===== src/hw/rtl/iss_pkg.sv =====
package iss_pkg;

    localparam int CAPACITY = 16;
    localparam int DATA_W   = 32;

    typedef struct packed {
        logic insert;
        logic drain;
    } iss_ctrl_t;

endpackage


===== src/hw/rtl/iss_stream_if.sv =====
interface iss_in_if;
    logic                              valid;
    logic                              ready;
    logic signed [iss_pkg::DATA_W-1:0] value;
    logic                              last_item;

    modport source (output valid, output value, output last_item, input ready);
    modport sink   (input valid, input value, input last_item, output ready);
endinterface

interface iss_out_if;
    logic                              valid;
    logic                              ready;
    logic signed [iss_pkg::DATA_W-1:0] sorted_value;
    logic                              last_result;
    logic                              overflow;

    modport source (output valid, output sorted_value, output last_result, output overflow,
                    input ready);
    modport sink   (input valid, input sorted_value, input last_result, input overflow,
                    output ready);
endinterface


===== src/hw/rtl/insertion_sort_ascending.sv =====
// Ascending insertion sorter for signed 32-bit values.
// Items arrive on the items channel (value, last_item); a transaction is taken
// at a clock edge where valid and ready are both high. Each value is inserted
// into a chain of CAPACITY cells that compare it in parallel, so items are
// accepted back to back, one per cycle, while the list is filling.
// The transaction with last_item set is inserted too if a cell is free, and then
// the chain drains through the results channel, one transaction per cycle while
// results.ready is high, from cell 0 upward, in ascending order, with
// last_result on the final one. Equal values leave in their arrival order.
// The first result is offered the cycle after the last item is taken.
// While a run drains, items.ready is low. A stall on the results channel
// holds the current result and the whole chain until it is taken.
// Values that arrive while all cells are full are dropped, and overflow is
// reported on every result of that run; the flag clears with the run.
// Reset empties the chain and clears the overflow flag at once.
module insertion_sort_ascending (
    input  logic         clk,
    input  logic         rst_n,
    iss_in_if.sink       items,
    iss_out_if.source    results
);

    localparam int CAP = iss_pkg::CAPACITY;

    logic signed [iss_pkg::DATA_W-1:0] cell_value [CAP];
    logic                              cell_valid [CAP];
    logic                              cell_gt    [CAP];

    iss_pkg::iss_ctrl_t ctrl;
    logic               in_accept;
    logic               out_accept;
    logic               draining_reg;
    logic               draining_next;
    logic               overflow_reg;
    logic               overflow_next;

    assign in_accept  = items.valid && items.ready;
    assign out_accept = results.valid && results.ready;

    assign ctrl.insert = in_accept && !cell_valid[CAP-1];
    assign ctrl.drain  = out_accept;

    genvar i;
    generate
        for (i = 0; i < CAP; i++)
        begin : g_cell
            logic signed [iss_pkg::DATA_W-1:0] prev_value;
            logic                              prev_valid;
            logic                              prev_gt;
            logic signed [iss_pkg::DATA_W-1:0] next_value;
            logic                              next_valid;

            if (i == 0)
            begin : g_head
                assign prev_value = '0;
                assign prev_valid = 1'b0;
                assign prev_gt    = 1'b0;
            end
            else
            begin : g_body
                assign prev_value = cell_value[i-1];
                assign prev_valid = cell_valid[i-1];
                assign prev_gt    = cell_gt[i-1];
            end

            if (i == CAP - 1)
            begin : g_tail
                assign next_value = '0;
                assign next_valid = 1'b0;
            end
            else
            begin : g_inner
                assign next_value = cell_value[i+1];
                assign next_valid = cell_valid[i+1];
            end

            iss_cell u_cell (
                .clk        (clk),
                .rst_n      (rst_n),
                .ctrl       (ctrl),
                .new_value  (items.value),
                .prev_value (prev_value),
                .prev_valid (prev_valid),
                .prev_gt    (prev_gt),
                .next_value (next_value),
                .next_valid (next_valid),
                .value      (cell_value[i]),
                .valid      (cell_valid[i]),
                .gt         (cell_gt[i])
            );
        end
    endgenerate

    always_comb
    begin
        draining_next = draining_reg;
        overflow_next = overflow_reg;
        if (in_accept)
        begin
            if (cell_valid[CAP-1])
            begin
                overflow_next = 1'b1;
            end
            if (items.last_item)
            begin
                draining_next = 1'b1;
            end
        end
        if (out_accept && results.last_result)
        begin
            draining_next = 1'b0;
            overflow_next = 1'b0;
        end
    end

    always_ff @(posedge clk or negedge rst_n)
    begin
        if (!rst_n)
        begin
            draining_reg <= 1'b0;
            overflow_reg <= 1'b0;
        end
        else
        begin
            draining_reg <= draining_next;
            overflow_reg <= overflow_next;
        end
    end

    assign items.ready          = !draining_reg;
    assign results.valid        = draining_reg && cell_valid[0];
    assign results.sorted_value = cell_value[0];
    assign results.last_result  = !cell_valid[1];
    assign results.overflow     = overflow_reg;

endmodule


===== src/hw/rtl/iss_cell.sv =====
module iss_cell (
    input  logic                              clk,
    input  logic                              rst_n,
    input  iss_pkg::iss_ctrl_t                ctrl,
    input  logic signed [iss_pkg::DATA_W-1:0] new_value,
    input  logic signed [iss_pkg::DATA_W-1:0] prev_value,
    input  logic                              prev_valid,
    input  logic                              prev_gt,
    input  logic signed [iss_pkg::DATA_W-1:0] next_value,
    input  logic                              next_valid,
    output logic signed [iss_pkg::DATA_W-1:0] value,
    output logic                              valid,
    output logic                              gt
);

    logic signed [iss_pkg::DATA_W-1:0] value_reg;
    logic signed [iss_pkg::DATA_W-1:0] value_next;
    logic                              valid_reg;
    logic                              valid_next;

    // An empty cell counts as greater, so a value larger than all stored ones lands in the first free cell.
    assign gt = !valid_reg || (value_reg > new_value);

    always_comb
    begin
        value_next = value_reg;
        valid_next = valid_reg;
        if (ctrl.insert && gt)
        begin
            if (prev_gt)
            begin
                value_next = prev_value;
                valid_next = prev_valid;
            end
            else
            begin
                value_next = new_value;
                valid_next = 1'b1;
            end
        end
        else if (ctrl.drain)
        begin
            value_next = next_value;
            valid_next = next_valid;
        end
    end

    always_ff @(posedge clk or negedge rst_n)
    begin
        if (!rst_n)
        begin
            valid_reg <= 1'b0;
        end
        else
        begin
            valid_reg <= valid_next;
        end
    end

    always_ff @(posedge clk)
    begin
        value_reg <= value_next;
    end

    assign value = value_reg;
    assign valid = valid_reg;

endmodule


===== src/flat_wrapper.sv =====
// flat-port wrapper written by rule: the top's interface ports become plain ports
module insertion_sort_ascending_flat 
  (clk, rst_n, items_valid, items_value, items_last_item, items_ready, results_valid, results_sorted_value, results_last_result, results_overflow, results_ready);
  iss_in_if items_i ();
  iss_out_if results_i ();
  input  logic clk;
  input  logic rst_n;
  input wire logic [$bits(items_i.valid)-1:0] items_valid;
  input wire logic [$bits(items_i.value)-1:0] items_value;
  input wire logic [$bits(items_i.last_item)-1:0] items_last_item;
  output wire logic [$bits(items_i.ready)-1:0] items_ready;
  output wire logic [$bits(results_i.valid)-1:0] results_valid;
  output wire logic [$bits(results_i.sorted_value)-1:0] results_sorted_value;
  output wire logic [$bits(results_i.last_result)-1:0] results_last_result;
  output wire logic [$bits(results_i.overflow)-1:0] results_overflow;
  input wire logic [$bits(results_i.ready)-1:0] results_ready;
  assign items_i.valid = items_valid;
  assign items_i.value = items_value;
  assign items_i.last_item = items_last_item;
  assign items_ready = items_i.ready;
  assign results_valid = results_i.valid;
  assign results_sorted_value = results_i.sorted_value;
  assign results_last_result = results_i.last_result;
  assign results_overflow = results_i.overflow;
  assign results_i.ready = results_ready;
  insertion_sort_ascending u_core (.clk(clk), .rst_n(rst_n), .items(items_i), .results(results_i));
endmodule

===== config.mk =====
export PLATFORM = sky130hd
export DESIGN_NAME = insertion_sort_ascending_flat
export DESIGN_NICKNAME = d
export VERILOG_FILES = /design/src/hw/rtl/iss_pkg.sv /design/src/hw/rtl/iss_stream_if.sv /design/src/hw/rtl/insertion_sort_ascending.sv /design/src/hw/rtl/iss_cell.sv /design/src/flat_wrapper.sv
export SDC_FILE = /design/constraint.sdc
export NUM_CORES = 2
export LEC_CHECK = 0
export ABC_AREA = 1
export BUFFER_PORTS_ARGS = -buffer_cell sky130_fd_sc_hd__buf_2
export CORE_ASPECT_RATIO = 0.5
export CORE_UTILIZATION = 30
export CTS_CLUSTER_DIAMETER = 80
export DETAILED_ROUTE_END_ITERATION = 10
export PLACE_DENSITY = 0.44
export SYNTH_ARGS = -nofsm -noshare
export SYNTH_HDL_FRONTEND = slang
export SYNTH_SLANG_ARGS = --single-unit

===== constraint.sdc =====
create_clock -name clk -period 6.4 [get_ports clk]
set_clock_uncertainty 0.2 [all_clocks]
set_input_delay 0.96 -clock clk [delete_from_list [all_inputs] [get_ports clk]]
set_output_delay 0.96 -clock clk [all_outputs]
set_load 0.02 [all_outputs]

Word-level counts from Yosys, hierarchy flattened:

Cells that the tools add are included.

* output and inout bits: 36
* flip-flop bits (word level): 530
* bits of input ports: 37
* logic and storage cells: 225

* order comparisons: 16
* multiplexer cells: 100
* reductions and logical operators: 75

Operators with widths (number)
* two-way mux 32 bit: 47
* > comparator 32 bit: 16
* two-way mux 1 bit: 53
* nonzero test 2 bit: 19
* logical AND 1 bit: 21
* logical NOT 1 bit: 17
* logical OR 1 bit: 16
* AND reduction 2 bit: 2

Longest topological paths before layout:

* word-level depth: 5
* mapped depth: 22
* depth with buffers taken out: 21

Modules after synthesis:

From an unflattened synthesis, not the netlist that was laid out.

* cells, all modules: 5347
* area total of the unflattened synthesis: 41290.9 um^2

Modules (own cells, without submodules)
* iss_cell: instances 16, area an instance 2572.5 um^2, cells each 333, sequential area each 985.9 um^2
* insertion_sort_ascending: instances 1, area an instance 131.4 um^2, cells each 19, sequential area each 50.0 um^2

Worst setup path before layout:

OpenSTA, ideal clock, no wires.

* path kind: in2reg
* from: in items_value[29]
* to: reg u_core.g_cell[1].u_cell.value_reg, in the netlist u_core.g_cell[1].u_cell.value[0] (enable)
* data required time: 5811 ps
* library setup time: 389 ps
* buffers on the path: 1
* cell stages on the path: 14
* data arrival time: 3519 ps
* slack: 2291 ps
* path through: inv_1 ha_1 a21oi_1 nor2_1 nor3b_1 nand2_1 nor2_1 nand2_1 nand2_1 nand3_2 nand2_2 nand2_2 buf_2 nand2_1

* word-level cells in the longest chain between the ends: 4

Ends and longest elaborated chain
* start: declaration: line flat_wrapper.sv:9 `input wire logic [$bits(items_i.value)-1:0] items_value;`
* > comparator 32 bit: line iss_cell.sv:22 `assign gt = !valid_reg || (value_reg > new_value);`
* logical OR 1 bit: line iss_cell.sv:22
* logical AND 1 bit: line iss_cell.sv:28 `if (ctrl.insert && gt)`
* nonzero test 2 bit (no source line)
* end signal: assignment: line iss_cell.sv:62 `value_reg <= value_next;`
* end: declaration: line iss_cell.sv:16 `logic signed [iss_pkg::DATA_W-1:0] value_reg;`

No other way between the ends.
A chain may end at the register's enable or synchronous reset.

Final worst setup path:

* from: in items_value[16]
* to: reg u_core.g_cell[14].u_cell.value_reg, in the netlist u_core.g_cell[14].u_cell.value[24] (enable)

* word-level cells in the longest chain between the ends: 4

Ends and longest elaborated chain (line)
* > comparator 32 bit: iss_cell.sv:22
* logical OR 1 bit: iss_cell.sv:22
* logical AND 1 bit: iss_cell.sv:28
* nonzero test 2 bit (no source line)
* end signal: assignment: iss_cell.sv:62
* end: declaration: iss_cell.sv:16

No other way between the ends.

==> metrics.json <==
{
  "outcome": "complete, no violations",
  "first_global_vias": 36991,
  "rsz_0062_raised_after_global_routing": "false",
  "cpPeakStageDelay_ns": 0.80,
  "crit_start": "items_value[16]",
  "r2r-start": "u_core.g_cell[14].u_cell.value[21]",
  "die_y_um": 262.8,
  "detail_route.iter0.violations": 3683,
  "detail_route.drc_violations": 0,
  "placement_rows": 95,
  "required_time_of_the_critical_path_ns": 6.58,
  "yosysUniqueCellTypes": 35,
  "highest_clock_frequency_the_design_can_meet_mhz": 204.3,
  "critPathArrivalTime_ns": 5.07,
  "initial_core_util": 0.3031,
  "postSynthNetCount": 5996,
  "design_area_um2": 45280,
  "post_synthesis_cells": 5479,
  "grt_use_met1": 0.3519,
  "grt_use_met2": 0.3823,
  "hpwlAfterDp_um": 128100,
  "critPathMaxFanout": 23,
  "grt_max_degree": 53,
  "cp_cell_instances": "buf_2 > inv_1 > ha_1 > nand2_1 > nand2_1 > nand2_1 > nand2_1 > nand2_1 > a21oi_1 > nor2_1 > nand3_1 > nand2_1 > nand2_1 > nand2_2 > nand2_2 > nand2_1 > buf_12",
  "synth.most_common_cell": "sky130_fd_sc_hd__nand2_1",
  "track_usage": 0.2512,
  "syn-cell-area_um2": 40820,
  "cts_num_sinks": 530,
  "area_growth_syn_to_layout_pct": 10.91,
  "dpl-instance-area_um2": 43330,
  "max-cap-violations": 0,
  "drt_wl_total_um": 176700,
  "synth_seq_cells": 530,
  "synth.yosys.warnings": 0,
  "floorplan.die_area_um2": 137600,
  "cts_hold_buffers": 0,
  "setup_tns_ns": 0,
  "timing.critical_path.mode_cell": "sky130_fd_sc_hd__nand2_1",
  "layout-drive-gt1-share": 0.07152,
  "timing.reg2reg.setup_slack_ns": 2.66,
  "final.setup.worst_slack_ns": 1.506,
  "gp_congestion": 0.9039,
  "vias": 38905,
  "detail-route-antenna-nets": 0,
  "ys_seq_area_frac": 0.3876,
  "min-delay-path-class": "in -> async",
  "clkSlewWorstSetupHoldPaths_ns": 0.07,
  "final_nets": 6006,
  "synth_top_area_share": 0.3766,
  "cts_setup_buffers": 0,
  "power.density_nw_per_um2": 523.2,
  "root_buffer": "sky130_fd_sc_hd__clkbuf_16",
  "flip_flop_and_latch_area_um2": 15830,
  "final.period_utilization": 0.7647,
  "numPortBuffers": 72,
  "global_route.usage.met3": 0.06011,
  "netlist_top_cells_area": "sky130_fd_sc_hd__edfxtp_1, sky130_fd_sc_hd__nand2_1, sky130_fd_sc_hd__ha_1, sky130_fd_sc_hd__nand3_1, sky130_fd_sc_hd__a21oi_1",
  "count_of_buffering_cells_on_the_critical_path_with_inverters_included": 3,
  "cts_max_level": 2,
  "chipWidth_um": 523.7,
  "finalCriticalPeriod_ns": 4.894,
  "max-vdd-ir-drop_mv": 0.2440,
  "wl_per_cell_um": 24.07,
  "critical_path.slowest_cell": "sky130_fd_sc_hd__inv_1",
  "post_drt_via_cell_ratio": 5.300,
  "grt.busiest_layer": "met2",
  "critical_path_class": "in -> reg",
  "worst_r2r_path_cells": 14,
  "postSynthAreaPerCell_um2": 7.451,
  "reported_leakage_power_nw": 22.21,
  "cpLargestDelayFamily": "simple AND/OR/NAND/NOR gates",
  "tritoncts_clock_tree": "built",
  "multi_input_comb_area_um2": 22600,
  "number_of_flip_flops_in_the_largest_register": 512,
  "cp_capture_type": "flip-flop",
  "number_of_enable_type_register_cells_in_the_synthesized_netlist": 512,
  "nFillCells": 14462,
  "synth-async-reset-ratio": 0.03396,
  "synth_flop_cell": "sky130_fd_sc_hd__edfxtp_1",
  "timing.final.max_slew_violations": 0,
  "r2r-end": "u_core.g_cell[14].u_cell.value[24]",
  "core_um2": 134700,
  "drt_first_pass_iters": 8,
  "cts.repair.resized": 0,
  "worst-slew-pin-transition_ns": 1.295,
  "clock_buffer_depth": 3,
  "numCtsBuffers": 59,
  "clock_latency_late_sink_ns": 0.69,
  "remaining_max_slew_budget_at_the_tightest_pin": 0.1357,
  "io_pins": 73,
  "final_hold_violation_count": 0,
  "overflow_after_grt": 0,
  "setup_viol": 0,
  "startpoint_type": "input port",
  "grt_pass1_wl_um": 254300,
  "synth.top_cells.by_count": "sky130_fd_sc_hd__nand2_1, sky130_fd_sc_hd__nand3_1, sky130_fd_sc_hd__edfxtp_1",
  "placement_stage_worst_setup_slack_ns": 0.9113,
  "yosysTopAreaCell": "sky130_fd_sc_hd__edfxtp_1",
  "final_design_utilization": 0.3362,
  "antenna_found_initial": 11
}
## power breakdown
group	internal, mW	total (mW)	switching (mW)
clock	2.03	3.66	1.63
sequential	6.31	8.22	1.91
combinational	3.63	11.8	8.18
total	12.0	23.7	11.7
## area by class of cell
type                       count  share of cell area
multi-input combinational   4389              0.4992
sequential                   530              0.3495
tap                         1794             0.04957
timing repair buffer         228             0.03521
clock buffer                  76             0.03449
inverter                     281             0.02335
clock inverter                33            0.008097
antenna                       10           0.0005527
## per-stage QoR
stage	hold slack, ns	instances	total power [mW]
after global routing	0.05510	7332	25.44
after global placement	0.2953	7222	19.68
final	0.04505	7341	23.69
after CTS	0.02665	7331	23.59
after detailed placement	0.2976	7222	19.88
after floorplan	0.2944	5479	15.60
## routing by layer
metal | vias to the layer above | share of wire
met2 | 1447 | 0.44
met4 | 4 | 0.026
met3 | 250 | 0.087
li1 | 18194 | -
met1 | 19010 | 0.45
met5 | - | 0.00089
## worst max path at each step
stage / end / cells after the start / slack, ns
finish: u_core.g_cell[14].u_cell.value[24] / 17 / 1.51
global route: u_core.g_cell[0].u_cell.value[6] / 16 / 1.35
CTS: u_core.g_cell[14].u_cell.value[24] / 18 / 1.64
detailed placement: u_core.g_cell[14].u_cell.value[23] / 18 / 0.91
global placement: u_core.g_cell[14].u_cell.value[24] / 18 / 0.94
floorplan: u_core.g_cell[1].u_cell.value[0] / 14 / 2.29
## worst reg2reg max path, stage by stage, from the launching register on
cell and delay, ns:
sky130_fd_sc_hd__edfxtp_1 0.48, sky130_fd_sc_hd__ha_1 0.34, sky130_fd_sc_hd__nand2_1 0.06, sky130_fd_sc_hd__nor2_1 0.18, sky130_fd_sc_hd__nand4_1 0.11, sky130_fd_sc_hd__nor2_1 0.16
sky130_fd_sc_hd__nand2_1 0.09, sky130_fd_sc_hd__nand2_1 0.06, sky130_fd_sc_hd__nand2_1 0.05, sky130_fd_sc_hd__nand2_1 0.05, sky130_fd_sc_hd__nand2_1 0.06, sky130_fd_sc_hd__nand2_2 0.37
sky130_fd_sc_hd__nand2_2 0.36, sky130_fd_sc_hd__nand2_1 0.56, sky130_fd_sc_hd__buf_12 0.28
## cell families (layout without fill, tap and decap cells)
| group | Yosys count | in the layout | synth area share |
|---|---|---|---|
| AOI/OAI and AO/OA | 389 | 389 | 0.05226 |
| buffers and inverters | 560 | 618 | 0.05872 |
| adders and majority gates | 480 | 480 | 0.1471 |
| other | 0 | 10 | 0 |
| and+or+nand+nor | 3520 | 3520 | 0.3543 |
| DFF | 530 | 530 | 0.3876 |
## layout by cell type (no fill, tap or decap), drive strengths merged, types with 10 or more instances in the layout
cell / Yosys / layout
clkinv: 0 / 24
nand4: 38 / 38
ha: 480 / 480
o21ai: 120 / 120
dfrtp: 18 / 18
nand3: 619 / 619
diode: 0 / 10
nor3: 18 / 18
nor2: 207 / 207
a21oi: 227 / 227
nand3b: 19 / 19
nand2: 2603 / 2603
clkbuf: 106 / 76
buf: 173 / 228
inv: 281 / 281
o21a: 24 / 24
edfxtp: 512 / 512
nor4: 10 / 10
Note: power is estimated with default switching activity, not from simulation.
